<file path="src/rtl/simon_pkg.sv">
// ----------------------------------------------------------------------------
// simon_pkg
// shared constants, types and round functions for the simon32/64 encrypt core
// ----------------------------------------------------------------------------
package simon_pkg;

    localparam int NUM_ROUNDS = 32;
    localparam int KEY_WORDS  = 4;
    localparam int WORD_W     = 16;
    localparam int BLOCK_W    = 2 * WORD_W;
    localparam int KEY_W      = KEY_WORDS * WORD_W;
    localparam int ROUND_AW   = $clog2(NUM_ROUNDS);
    localparam int Z_LEN      = 62;
    localparam int Z_AW       = $clog2(Z_LEN);

    // round index of the last round / last key word
    localparam logic [ROUND_AW-1:0] ROUND_LAST = ROUND_AW'(NUM_ROUNDS - 1);

    // key schedule constant, not of (key word xor 3)
    localparam logic [WORD_W-1:0] KS_CONST = 16'hFFFC;

    // z0 sequence, element 0 in bit 0 (period 31, two periods)
    localparam logic [30:0] Z0_PERIOD = 31'b0110011100001101010010001011111;
    localparam logic [Z_LEN-1:0] Z0_SEQ = {Z0_PERIOD, Z0_PERIOD};

    // one write into the round key store
    typedef struct packed {
        logic                we;
        logic [ROUND_AW-1:0] addr;
        logic [WORD_W-1:0]   data;
    } t_key_wr;

    function automatic logic [WORD_W-1:0] rotl(input logic [WORD_W-1:0] v,
                                               input int unsigned n);
        rotl = (v << n) | (v >> (WORD_W - n));
    endfunction

    function automatic logic [WORD_W-1:0] rotr(input logic [WORD_W-1:0] v,
                                               input int unsigned n);
        rotr = (v >> n) | (v << (WORD_W - n));
    endfunction

    // feistel mixing of the left word
    function automatic logic [WORD_W-1:0] round_f(input logic [WORD_W-1:0] x);
        round_f = (rotl(x, 1) & rotl(x, 8)) ^ rotl(x, 2);
    endfunction

endpackage

</file>
<file path="src/rtl/simon_key_ram.sv">
// ----------------------------------------------------------------------------
// simon_key_ram
// simple dual port ram, one write and one registered read per cycle
// ----------------------------------------------------------------------------
module simon_key_ram #(
    parameter int DEPTH = 32,
    parameter int WIDTH = 16
) (
    input  logic                     i_clk,
    input  logic                     i_we,
    input  logic [$clog2(DEPTH)-1:0] i_waddr,
    input  logic [WIDTH-1:0]         i_wdata,
    input  logic [$clog2(DEPTH)-1:0] i_raddr,
    output logic [WIDTH-1:0]         o_rdata
);

    logic [WIDTH-1:0] r_mem [DEPTH];
    logic [WIDTH-1:0] r_rdata;

    always_ff @(posedge i_clk) begin
        if (i_we) begin
            r_mem[i_waddr] <= i_wdata;
        end
    end

    always_ff @(posedge i_clk) begin
        r_rdata <= r_mem[i_raddr];
    end

    assign o_rdata = r_rdata;

endmodule

</file>
<file path="src/rtl/simon_key_sched.sv">
// ----------------------------------------------------------------------------
// simon_key_sched
// key expansion sequencer, one round key written to the store per cycle
// ----------------------------------------------------------------------------
module simon_key_sched (
    input  logic                        i_clk,
    input  logic                        i_rst_n,
    input  logic                        i_start,
    input  logic [simon_pkg::KEY_W-1:0] i_key,
    output logic                        o_busy,
    output simon_pkg::t_key_wr          o_wr
);

    logic                                r_busy;
    logic [simon_pkg::ROUND_AW-1:0]      r_cnt;
    // sliding window: r_win[j] holds round key r_cnt + j
    logic [simon_pkg::WORD_W-1:0]        r_win [simon_pkg::KEY_WORDS];
    logic [simon_pkg::WORD_W-1:0]        n_t;
    logic [simon_pkg::WORD_W-1:0]        n_mix;
    logic [simon_pkg::WORD_W-1:0]        n_key;
    logic                                n_z;

    always_comb begin
        n_t   = simon_pkg::rotr(r_win[3], 3) ^ r_win[1];
        n_mix = n_t ^ simon_pkg::rotr(n_t, 1);
        n_z   = simon_pkg::Z0_SEQ[{1'b0, r_cnt}];
        n_key = r_win[0] ^ simon_pkg::KS_CONST ^ n_mix
              ^ {{(simon_pkg::WORD_W-1){1'b0}}, n_z};
    end

    always_ff @(posedge i_clk) begin
        if (!i_rst_n) begin
            r_busy <= 1'b0;
            r_cnt  <= '0;
        end else if (i_start) begin
            r_busy <= 1'b1;
            r_cnt  <= '0;
        end else if (r_busy) begin
            r_cnt <= r_cnt + 1'b1;
            if (r_cnt == simon_pkg::ROUND_LAST) begin
                r_busy <= 1'b0;
            end
        end
    end

    always_ff @(posedge i_clk) begin
        if (i_start) begin
            for (int j = 0; j < simon_pkg::KEY_WORDS; j++) begin
                r_win[j] <= i_key[j*simon_pkg::WORD_W +: simon_pkg::WORD_W];
            end
        end else if (r_busy) begin
            r_win[0] <= r_win[1];
            r_win[1] <= r_win[2];
            r_win[2] <= r_win[3];
            r_win[3] <= n_key;
        end
    end

    assign o_busy    = r_busy;
    assign o_wr.we   = r_busy;
    assign o_wr.addr = r_cnt;
    assign o_wr.data = r_win[0];

endmodule

</file>
<file path="src/rtl/simon_round.sv">
// ----------------------------------------------------------------------------
// simon_round
// feistel round datapath, one round per cycle with the key read from the store
// ----------------------------------------------------------------------------
module simon_round (
    input  logic                           i_clk,
    input  logic                           i_rst_n,
    input  logic                           i_start,
    input  logic [simon_pkg::BLOCK_W-1:0]  i_block,
    input  logic [simon_pkg::WORD_W-1:0]   i_rkey,
    input  logic                           i_take,
    output logic [simon_pkg::ROUND_AW-1:0] o_rd_addr,
    output logic                           o_idle,
    output logic                           o_done,
    output logic [simon_pkg::BLOCK_W-1:0]  o_result
);

    localparam logic [1:0] ST_IDLE = 2'd0;
    localparam logic [1:0] ST_RUN  = 2'd1;
    localparam logic [1:0] ST_DONE = 2'd2;

    logic [1:0]                     r_state;
    logic [simon_pkg::ROUND_AW-1:0] r_cnt;
    logic [simon_pkg::WORD_W-1:0]   r_x;
    logic [simon_pkg::WORD_W-1:0]   r_y;
    logic [simon_pkg::WORD_W-1:0]   n_x;

    assign n_x = r_y ^ simon_pkg::round_f(r_x) ^ i_rkey;

    // prefetch the key of the next round; key 0 while idle
    assign o_rd_addr = (r_state == ST_RUN) ? r_cnt + 1'b1 : '0;

    always_ff @(posedge i_clk) begin
        if (!i_rst_n) begin
            r_state <= ST_IDLE;
            r_cnt   <= '0;
        end else begin
            case (r_state)
                ST_IDLE: begin
                    if (i_start) begin
                        r_state <= ST_RUN;
                        r_cnt   <= '0;
                    end
                end
                ST_RUN: begin
                    r_cnt <= r_cnt + 1'b1;
                    if (r_cnt == simon_pkg::ROUND_LAST) begin
                        r_state <= ST_DONE;
                    end
                end
                ST_DONE: begin
                    if (i_take) begin
                        r_state <= ST_IDLE;
                    end
                end
                default: begin
                    r_state <= ST_IDLE;
                end
            endcase
        end
    end

    always_ff @(posedge i_clk) begin
        if (r_state == ST_IDLE && i_start) begin
            r_x <= i_block[simon_pkg::BLOCK_W-1:simon_pkg::WORD_W];
            r_y <= i_block[simon_pkg::WORD_W-1:0];
        end else if (r_state == ST_RUN) begin
            r_x <= n_x;
            r_y <= r_x;
        end
    end

    assign o_idle   = (r_state == ST_IDLE);
    assign o_done   = (r_state == ST_DONE);
    assign o_result = {r_x, r_y};

endmodule

</file>
<file path="src/rtl/simon32_64_block_encrypt_core.sv">
// ----------------------------------------------------------------------------
// simon32_64_block_encrypt_core
// simon32/64 block encryption with the round keys held in a small ram
// ----------------------------------------------------------------------------
// usage:
//   key port: i_cfg_we with i_cfg_wdata loads the 64-bit key (bits 15..0 are
//     the first round key); the key schedule then writes 32 round keys into
//     the key ram, one per cycle, once r_kick has started the schedule
//   input stream: s_axis_* carries one plaintext block per request
//   output stream: m_axis_* carries the ciphertext block of each request
//   datapath: an accepted request runs its rounds in the round unit, one
//     round per cycle, each round key read from the key ram in the round
//     before (single read port, registered read); the ciphertext then moves
//     into the output register that drives m_axis_tvalid; the round unit
//     handles one block at a time, taking a new request only once idle
//   reset: the key returns to all zero and the schedule expands it, so
//     s_axis_tready stays low after reset until the expansion is done
//   stall: a held m_axis_tready keeps the result in the output register;
//     the round unit finishes the next block and waits for the register
// ----------------------------------------------------------------------------
module simon32_64_block_encrypt_core (
    input  logic                          i_clk,
    input  logic                          i_rst_n,
    // key register write
    input  logic                          i_cfg_we,
    input  logic [simon_pkg::KEY_W-1:0]   i_cfg_wdata,
    // plaintext request stream
    input  logic                          s_axis_tvalid,
    output logic                          s_axis_tready,
    input  logic [simon_pkg::BLOCK_W-1:0] s_axis_tdata,   // [31:0] plain_block
    // ciphertext stream
    output logic                          m_axis_tvalid,
    input  logic                          m_axis_tready,
    output logic [simon_pkg::BLOCK_W-1:0] m_axis_tdata    // [31:0] cipher_block
);

    // key register and schedule kick
    logic [simon_pkg::KEY_W-1:0]    r_key;
    logic                           r_kick;

    // key schedule and key ram
    logic                           ks_busy;
    simon_pkg::t_key_wr             ks_wr;
    logic [simon_pkg::WORD_W-1:0]   ram_rdata;

    // round unit
    logic [simon_pkg::ROUND_AW-1:0] rnd_raddr;
    logic                           rnd_idle;
    logic                           rnd_done;
    logic [simon_pkg::BLOCK_W-1:0]  rnd_result;
    logic                           in_accept;
    logic                           out_take;

    // output register
    logic                           r_out_valid;
    logic [simon_pkg::BLOCK_W-1:0]  r_out_data;

    // key write, schedule starts the cycle after (reset starts it with key zero)
    always_ff @(posedge i_clk) begin
        if (!i_rst_n) begin
            r_key  <= '0;
            r_kick <= 1'b1;
        end else begin
            r_kick <= i_cfg_we;
            if (i_cfg_we) begin
                r_key <= i_cfg_wdata;
            end
        end
    end

    simon_key_sched u_key_sched (
        .i_clk   (i_clk),
        .i_rst_n (i_rst_n),
        .i_start (r_kick),
        .i_key   (r_key),
        .o_busy  (ks_busy),
        .o_wr    (ks_wr)
    );

    // requests wait out expansion; keeping key writes clear of a block in flight is up to the user
    simon_key_ram #(
        .DEPTH (simon_pkg::NUM_ROUNDS),
        .WIDTH (simon_pkg::WORD_W)
    ) u_key_ram (
        .i_clk   (i_clk),
        .i_we    (ks_wr.we),
        .i_waddr (ks_wr.addr),
        .i_wdata (ks_wr.data),
        .i_raddr (rnd_raddr),
        .o_rdata (ram_rdata)
    );

    // accept only with a settled key store and a free round unit
    assign s_axis_tready = rnd_idle && !ks_busy && !r_kick;
    assign in_accept     = s_axis_tvalid && s_axis_tready;

    // move the finished block when the output register is empty or draining
    assign out_take = rnd_done && (!r_out_valid || m_axis_tready);

    simon_round u_round (
        .i_clk     (i_clk),
        .i_rst_n   (i_rst_n),
        .i_start   (in_accept),
        .i_block   (s_axis_tdata),
        .i_rkey    (ram_rdata),
        .i_take    (out_take),
        .o_rd_addr (rnd_raddr),
        .o_idle    (rnd_idle),
        .o_done    (rnd_done),
        .o_result  (rnd_result)
    );

    always_ff @(posedge i_clk) begin
        if (!i_rst_n) begin
            r_out_valid <= 1'b0;
        end else if (out_take) begin
            r_out_valid <= 1'b1;
        end else if (m_axis_tready) begin
            r_out_valid <= 1'b0;
        end
    end

    always_ff @(posedge i_clk) begin
        if (out_take) begin
            r_out_data <= rnd_result;
        end
    end

    assign m_axis_tvalid = r_out_valid;
    assign m_axis_tdata  = r_out_data;

endmodule

</file>
<file path="config.mk">
export PLATFORM = sky130hd
export DESIGN_NAME = simon32_64_block_encrypt_core
export DESIGN_NICKNAME = d
export VERILOG_FILES = /design/src/rtl/simon_pkg.sv /design/src/rtl/simon_key_ram.sv /design/src/rtl/simon_key_sched.sv /design/src/rtl/simon_round.sv /design/src/rtl/simon32_64_block_encrypt_core.sv
export SDC_FILE = /design/constraint.sdc
export NUM_CORES = 1
export LEC_CHECK = 0
export BUFFER_PORTS_ARGS = -buffer_cell sky130_fd_sc_hd__buf_2
export CORE_ASPECT_RATIO = 0.9
export CORE_UTILIZATION = 55
export CTS_CLUSTER_SIZE = 28
export DETAILED_ROUTE_END_ITERATION = 8
export PLACE_DENSITY = 0.75
export SYNTH_ARGS = -nofsm -noshare
export SYNTH_HDL_FRONTEND = slang
export SYNTH_SLANG_ARGS = --single-unit
</file>
<file path="constraint.sdc">
create_clock -name i_clk -period 3.4 [get_ports i_clk]
set_input_delay 0.85 -clock i_clk [delete_from_list [all_inputs] [get_ports i_clk]]
set_output_delay 0.85 -clock i_clk [all_outputs]
set_load 0.05 [all_outputs]
</file>
==> impl_metrics.py, run 1 <==
metrics = {
    "sta": {
        "fin_tns_setup_ns": 0,
        "worst_slew_pin_slew_ns": 0.974,
        "finalMaxSlewViolations": 0,
        "rsz0062_at_grt": "no",
        "finalHoldViolCount": 0,
        "holdWs_ns": 0.478,
        "fin_skew_ns": 0.0227,
        "slew_headroom_pct": 34.7,
        "fmax_mhz": 319,
        "fin_crit_sh_pct": 92.2,
        "finalCriticalPeriod_ns": 3.13,
        "setup_viol": 0,
        "fin_ws_ns": 0.265,
    },
    "global_route": {
        "grt_pass1_vias": 16500,
        "grt_overflow": 0,
        "grt_pass1_wl_mm": 102,
        "grt_max_degree": 80,
        "antenna_found_initial": 3,
        "grt.total_usage_pct": 25.7,
    },
    "routing": {
        "viasPerCell": 6.15,
        "wl_met1_mm": 28.1,
        "drt-initial-drc-count": 1906,
        "drc": 0,
        "met3_wirelength_mm": 6.78,
        "wl_mm": 68.9,
        "avgRoutedWirePerCell_um": 25.2,
        "dr.pass1.iters": 5,
        "highest_layer": "met5",
        "wl_met2_mm": 31.9,
        "ant_nets": 0,
        "via_count": 16800,
    },
    "pwr": {
        "p_comb_share_pct": 6.6,
        "p_leak_uw": 0.0113,
        "clkPwrFrac_pct": 40.2,
        "swShare_pct": 21.5,
        "power_uw": 19400,
        "peakVddDrop_mv": 0.399,
        "power_frac_seq_pct": 53.2,
        "p_int_uw": 15200,
        "power_switching_uw": 4170,
        "powerDensity_nw_per_um2": 583,
    },
    "critical_path": {
        "slowest_stage": "a211oi_1",
        "worstPathRequired_ns": 3.94,
        "crit_path_start_kind": "register",
        "path_cells": "buf_4 > inv_1 > o21ai_4 > buf_12 > a222oi_1 > a211oi_1 > a221o_1",
        "cp.arrival_ns": 3.68,
        "slowest_delay_ns": 0.87,
        "path_max_fanout": 76,
        "critical_path_class": "register to register",
        "endpoint_kind": "register",
        "rr_worst_depth": 7,
    },
    "placement": {
        "place_ws_ns": 0.394,
        "io_buffers": 134,
        "place_congestion": 0.908,
        "dp_hpwl_mm": 42.2,
    },
    "clock_tree": {
        "cts_max_path_buffers": 3,
        "postCtsSetupBuffers": 0,
        "htree_levels": 3,
        "clkLatencyLatePin_ns": 0.61,
        "postCtsResizedCells": 0,
        "clock_sinks": 736,
        "ctsRootBufferMaster": "clkbuf_16",
        "cts_tree": "done",
        "cts_made_buffers": 71,
        "cts.hold.buffers_added": 0,
        "clk_pin_slew_worst_paths_ns": 0.06,
    },
    "finish": {
        "final_common_cell": "edfxtp_1",
        "layout_common_cells": "edfxtp_1 (640), mux2i_1 (163), buf_2 (133)",
        "nets": 2099,
        "area_growth_pct": 14.1,
        "nFillCells": 3659,
        "layout-drive-gt1-share_pct": 22.2,
    },
    "synth": {
        "synthMuxAreaShare_pct": 10.3,
        "synthFlopType": "edfxtp_1",
        "synth_xor_area_share_pct": 3.12,
        "ys_ff_latch": 736,
        "synth_area_um2": 29200,
        "synth_cells": 1804,
        "async_reset_ff_share_pct": 0,
        "yosysWarnings": 0,
        "synth-edff-count": 640,
        "synth_fa_ha_area_share_pct": 0.472,
        "synth_fp_nets": 1916,
        "synthDistinctLibCells": 49,
        "avgSynthCellArea_um2": 16.2,
        "synth_top_family_by_area": "multiplexers",
        "synthSimpleGateAreaFrac_pct": 4.15,
        "synth_compound_area_share_pct": 7.73,
        "yosysSeqAreaShare_pct": 72.5,
    },
    "floorplanning": {
        "fp.dieW_um": 245,
        "ios": 135,
        "core_region_area_um2": 52000,
        "start_util_pct": 56.1,
        "num_rows": 79,
        "die_h_um": 220,
        "die-area_um2": 54000,
    },
    "worst_hold_path": {
        "holdPathStages": 0,
        "holdCritPathClass": "register to register",
    },
    "outcome": {
        "outcome": "finished, final reports clean",
    },
    "run": {
        "maxCapViolCount": 0,
    },
}
[through the flow]
stage / area (um^2) / util (%) / instances
floorplan: 29200 / - / 1804
global placement: 31000 / 59.6 / 2602
detailed placement: 31000 / 59.6 / 2602
CTS: 33300 / 64.0 / 2730
global route: 33300 / 64.0 / 2731
finish: 33300 / 64.0 / 2732
[cells in the mapped netlist, drive strengths merged (2+ instances only)]
| master | count | area, um^2 |
|---|---|---|
| a21boi | 6 | 45.0 |
| a211oi | 18 | 135 |
| nand2b | 7 | 43.8 |
| o21ai | 76 | 392 |
| o211ai | 2 | 15.0 |
| o32ai | 8 | 70.1 |
| a22o | 15 | 131 |
| dfxtp | 96 | 1920 |
| a222oi | 8 | 80.1 |
| or3 | 9 | 56.3 |
| xnor2 | 84 | 736 |
| and2 | 2 | 15.0 |
| a221o | 9 | 90.1 |
| a21oi | 40 | 200 |
| inv | 6 | 22.5 |
| nand2 | 43 | 161 |
| nor3 | 15 | 75.1 |
| nor2b | 69 | 432 |
| o22ai | 25 | 156 |
| mux2 | 121 | 1360 |
| xor2 | 20 | 175 |
| ha | 11 | 138 |
| edfxtp | 640 | 19200 |
| clkbuf | 60 | 225 |
| mux2i | 163 | 1630 |
| and3 | 2 | 12.5 |
| or3b | 2 | 17.5 |
| nand3 | 9 | 45.0 |
| nand3b | 5 | 37.5 |
| buf | 48 | 273 |
| nor2 | 74 | 280 |
| a221oi | 100 | 882 |
| o22a | 2 | 17.5 |
[kinds of logic (layout without fill, tap and decap cells)]
kind of cell / after synthesis / in the layout
DFF: 736 / 736
adders and majority gates: 11 / 11
and+or+nand+nor: 241 / 241
buffers and inverters: 114 / 352
xor gates and xnor gates: 104 / 104
other: 0 / 2
AOI/OAI and AO/OA: 314 / 314
muxes: 284 / 284
[critical path, delay by kind of cell (launching register included)]
family                 cells  cell delay [ns]
DFF                        1             0.37
AOI/OAI and AO/OA          4             1.56
buffers and inverters      3             1.09
[layer usage]
| layer | up-vias | global-route usage [%] |
|---|---|---|
| met1 | 8390 | 35.6 |
| li1 | 7408 | - |
| met3 | 121 | 6.44 |
| met4 | 2 | 8.83 |
| met2 | 871 | 40.0 |
| met5 | - | 0 |
[layout make-up]
cell class | instances | area [um^2] | share of cell area [%]
flip-flops and latches | 736 | 21100 | 63.5
multi-input cells | 954 | 7550 | 22.7
clock buffers | 94 | 1980 | 5.94
repair buffers | 218 | 1400 | 4.22
well taps | 688 | 861 | 2.59
clock inverters | 34 | 325 | 0.977
inverters | 6 | 22.5 | 0.0676
diodes | 2 | 5.00 | 0.0150
[power groups by stage]
| stage | registers [uW] | clock network (uW) | logic [uW] |
|---|---|---|---|
| floorplan | 10500 | 0 | 771 |
| global placement | 10500 | 0 | 1230 |
| detailed placement | 10500 | 0 | 1270 |
| CTS | 10300 | 7900 | 1270 |
| global route | 10300 | 8280 | 1370 |
| finish | 10300 | 7800 | 1280 |
[flip-flops by register name, summed over array words and instances, names as in the netlist]
signal and count:
r_kick 1, u_key_sched.n_z 1, u_round.r_state 2, u_key_sched.r_win 64, u_round.r_y 16, u_key_ram.r_mem 512
m_axis_tvalid 1, r_key 64, m_axis_tdata 32, u_key_sched.r_cnt 5, u_key_sched.o_busy 1, u_round.r_cnt 5
u_round.r_x 16, u_key_ram.o_rdata 16
[final timing paths]
check                                start                            to  slack (ns)
min               u_round.r_y[3]$_DFFE_PP_     m_axis_tdata[3]$_DFFE_PP_        0.48
max          u_round.r_cnt[0]$_SDFFE_PN0P_  u_key_ram.o_rdata[3]$_DFF_P_        0.27
min reg2reg       u_round.r_y[3]$_DFFE_PP_     m_axis_tdata[3]$_DFFE_PP_        0.48
max reg2reg  u_round.r_cnt[0]$_SDFFE_PN0P_  u_key_ram.o_rdata[3]$_DFF_P_        0.27
Power figures use the tool's default switching activity.
==> inputs of run 2 (changes only) <==
- CORE_ASPECT_RATIO: 0.9 -> default
==> impl_metrics.py, run 2 (synthesized netlist as in run 1, its figures left out) <==
metrics = {
    "outcome": {
        "outcome": "finished, final reports clean",
    },
    "floorplanning": {
        "core_region_area_um2": 52400,
        "die_h_um": 232,
        "ios": 135,
        "num_rows": 84,
        "fp.dieW_um": 232,
        "die-area_um2": 54000,
        "start_util_pct": 55.6,
    },
    "routing": {
        "wl_met1_mm": 26.9,
        "wl_met2_mm": 32.9,
        "avgRoutedWirePerCell_um": 24.6,
        "ant_nets": 0,
        "via_count": 16500,
        "wl_mm": 67.2,
        "highest_layer": "met4",
        "viasPerCell": 6.04,
        "drc": 0,
        "dr.pass1.iters": 5,
        "met3_wirelength_mm": 5.65,
        "drt-initial-drc-count": 1584,
    },
    "clock_tree": {
        "ctsRootBufferMaster": "clkbuf_16",
        "cts_made_buffers": 75,
        "cts.hold.buffers_added": 0,
        "clock_sinks": 736,
        "clkLatencyLatePin_ns": 0.60,
        "postCtsResizedCells": 0,
        "clk_pin_slew_worst_paths_ns": 0.06,
        "cts_tree": "done",
        "htree_levels": 3,
        "postCtsSetupBuffers": 0,
        "cts_max_path_buffers": 3,
    },
    "finish": {
        "area_growth_pct": 14.8,
        "layout-drive-gt1-share_pct": 22.4,
        "nFillCells": 3620,
        "reg.largest.list": "u_key_ram.r_mem: 512 flops, r_key: 64 flops, u_key_sched.r_win: 64 flops",
        "largest-register": "u_key_ram.r_mem",
        "final_common_cell": "edfxtp_1",
        "layout_common_cells": "edfxtp_1 (640), mux2i_1 (163), buf_2 (133)",
        "n_antenna_cell": 0,
        "largest_register_ffs": 512,
        "nets": 2100,
        "final_cell_area_um2": 33500,
        "multi_input_area_um2": 7550,
        "regArea_um2": 21100,
    },
    "global_route": {
        "grt_overflow": 0,
        "antenna_found_initial": 0,
        "grt.total_usage_pct": 25.1,
        "grt_pass1_vias": 16500,
        "grt_pass1_wl_mm": 100,
        "grt_max_degree": 81,
    },
    "run": {
        "maxCapViolCount": 0,
    },
    "sta": {
        "finalMaxSlewViolations": 0,
        "fin_skew_ns": 0.0128,
        "worst_slew_pin_slew_ns": 1.17,
        "finalHoldViolCount": 0,
        "rsz0062_at_grt": "no",
        "fin_crit_sh_pct": 92.7,
        "fmax_mhz": 317,
        "slew_headroom_pct": 22.1,
        "finalCriticalPeriod_ns": 3.15,
        "fin_tns_setup_ns": 0,
        "setup_viol": 0,
        "fin_ws_ns": 0.249,
    },
    "critical_path": {
        "critical_path_class": "register to register",
        "cp.arrival_ns": 3.64,
        "r2r-start": "u_round.r_cnt[0]$_SDFFE_PN0P_",
        "startpoint": "u_round.r_cnt[0]$_SDFFE_PN0P_",
        "endpoint_kind": "register",
        "worstPathRequired_ns": 3.89,
        "crit_path_start_kind": "register",
        "path_max_fanout": 33,
    },
    "placement": {
        "dp_hpwl_mm": 40.5,
        "place_congestion": 0.864,
        "place_area_um2": 30900,
        "io_buffers": 134,
        "place_ws_ns": 0.314,
    },
    "worst_hold_path": {
        "holdCritPathClass": "register to register",
        "hold_path.startpoint": "u_round.r_y[6]$_DFFE_PP_",
    },
    "pwr": {
        "peakVddDrop_mv": 0.464,
        "powerDensity_nw_per_um2": 596,
        "p_leak_uw": 0.0114,
    },
}
-- run 2: cell types whose count changed in the layout (fill, tap and decap cells not counted), sizes merged --
| cell | delta |
|---|---|
| buf | -3 |
| bufinv | +1 |
| clkbuf | +17 |
| clkinv | -8 |
| clkinvlp | +2 |
| diode | -2 |
| inv | -2 |
-- run 2: path summary, 6_finish.rpt --
kind | endpoint | slack [ns] | cells after the start
max | u_key_ram.o_rdata[5]$_DFF_P_ | 0.25 | 8
min | m_axis_tdata[6]$_DFFE_PP_ | 0.48 | 0
max reg2reg | u_key_ram.o_rdata[5]$_DFF_P_ | 0.25 | 8
min reg2reg | m_axis_tdata[6]$_DFFE_PP_ | 0.48 | 0
-- run 2: where the power goes --
group / internal (uW) / total (uW) / leakage (uW) / switching (uW)
sequential: 10100 / 10400 / 0.00678 / 221
combinational: 533 / 1200 / 0.00337 / 664
clock: 5090 / 8410 / 0.00124 / 3320
total: 15800 / 20000 / 0.0114 / 4200
-- run 2: layout make-up --
cell class                      instances  share of cell area, %
Clock buffer                          111                   6.69
Clock inverter                         27                  0.911
Inverter                                6                 0.0672
Multi-Input combinational cell        954                   22.6
Sequential cell                       736                   63.1
Tap cell                              688                   2.57
Timing Repair Buffer                  215                   4.09
-- run 2: worst max-delay path, stage by stage, from the launching register on --
cell and delay, ns:
dfxtp_4 0.36, ha_1 0.21, xnor2_1 0.22, nor2_4 0.74
buf_4 0.52, mux2i_1 0.23, o22ai_1 0.09, a22o_1 0.31
or3_1 0.31
-- run 2: metal layers --
layer | vias to the layer above | GRT usage, %
met1 | 8269 | 33.4
met4 | 0 | 8.37
met5 | - | 0
li1 | 7408 | -
met2 | 766 | 41.4
met3 | 102 | 4.97
-- run 2: per-stage QoR --
stage	cells	hold slack (ns)	utilization [%]	total power (uW)
floorplan	1804	0.448	-	11300
global placement	2599	0.455	59.0	11700
detailed placement	2599	0.459	59.0	11700
CTS	2737	0.472	63.9	20100
global route	2737	0.479	63.9	20500
finish	2737	0.478	63.9	20000
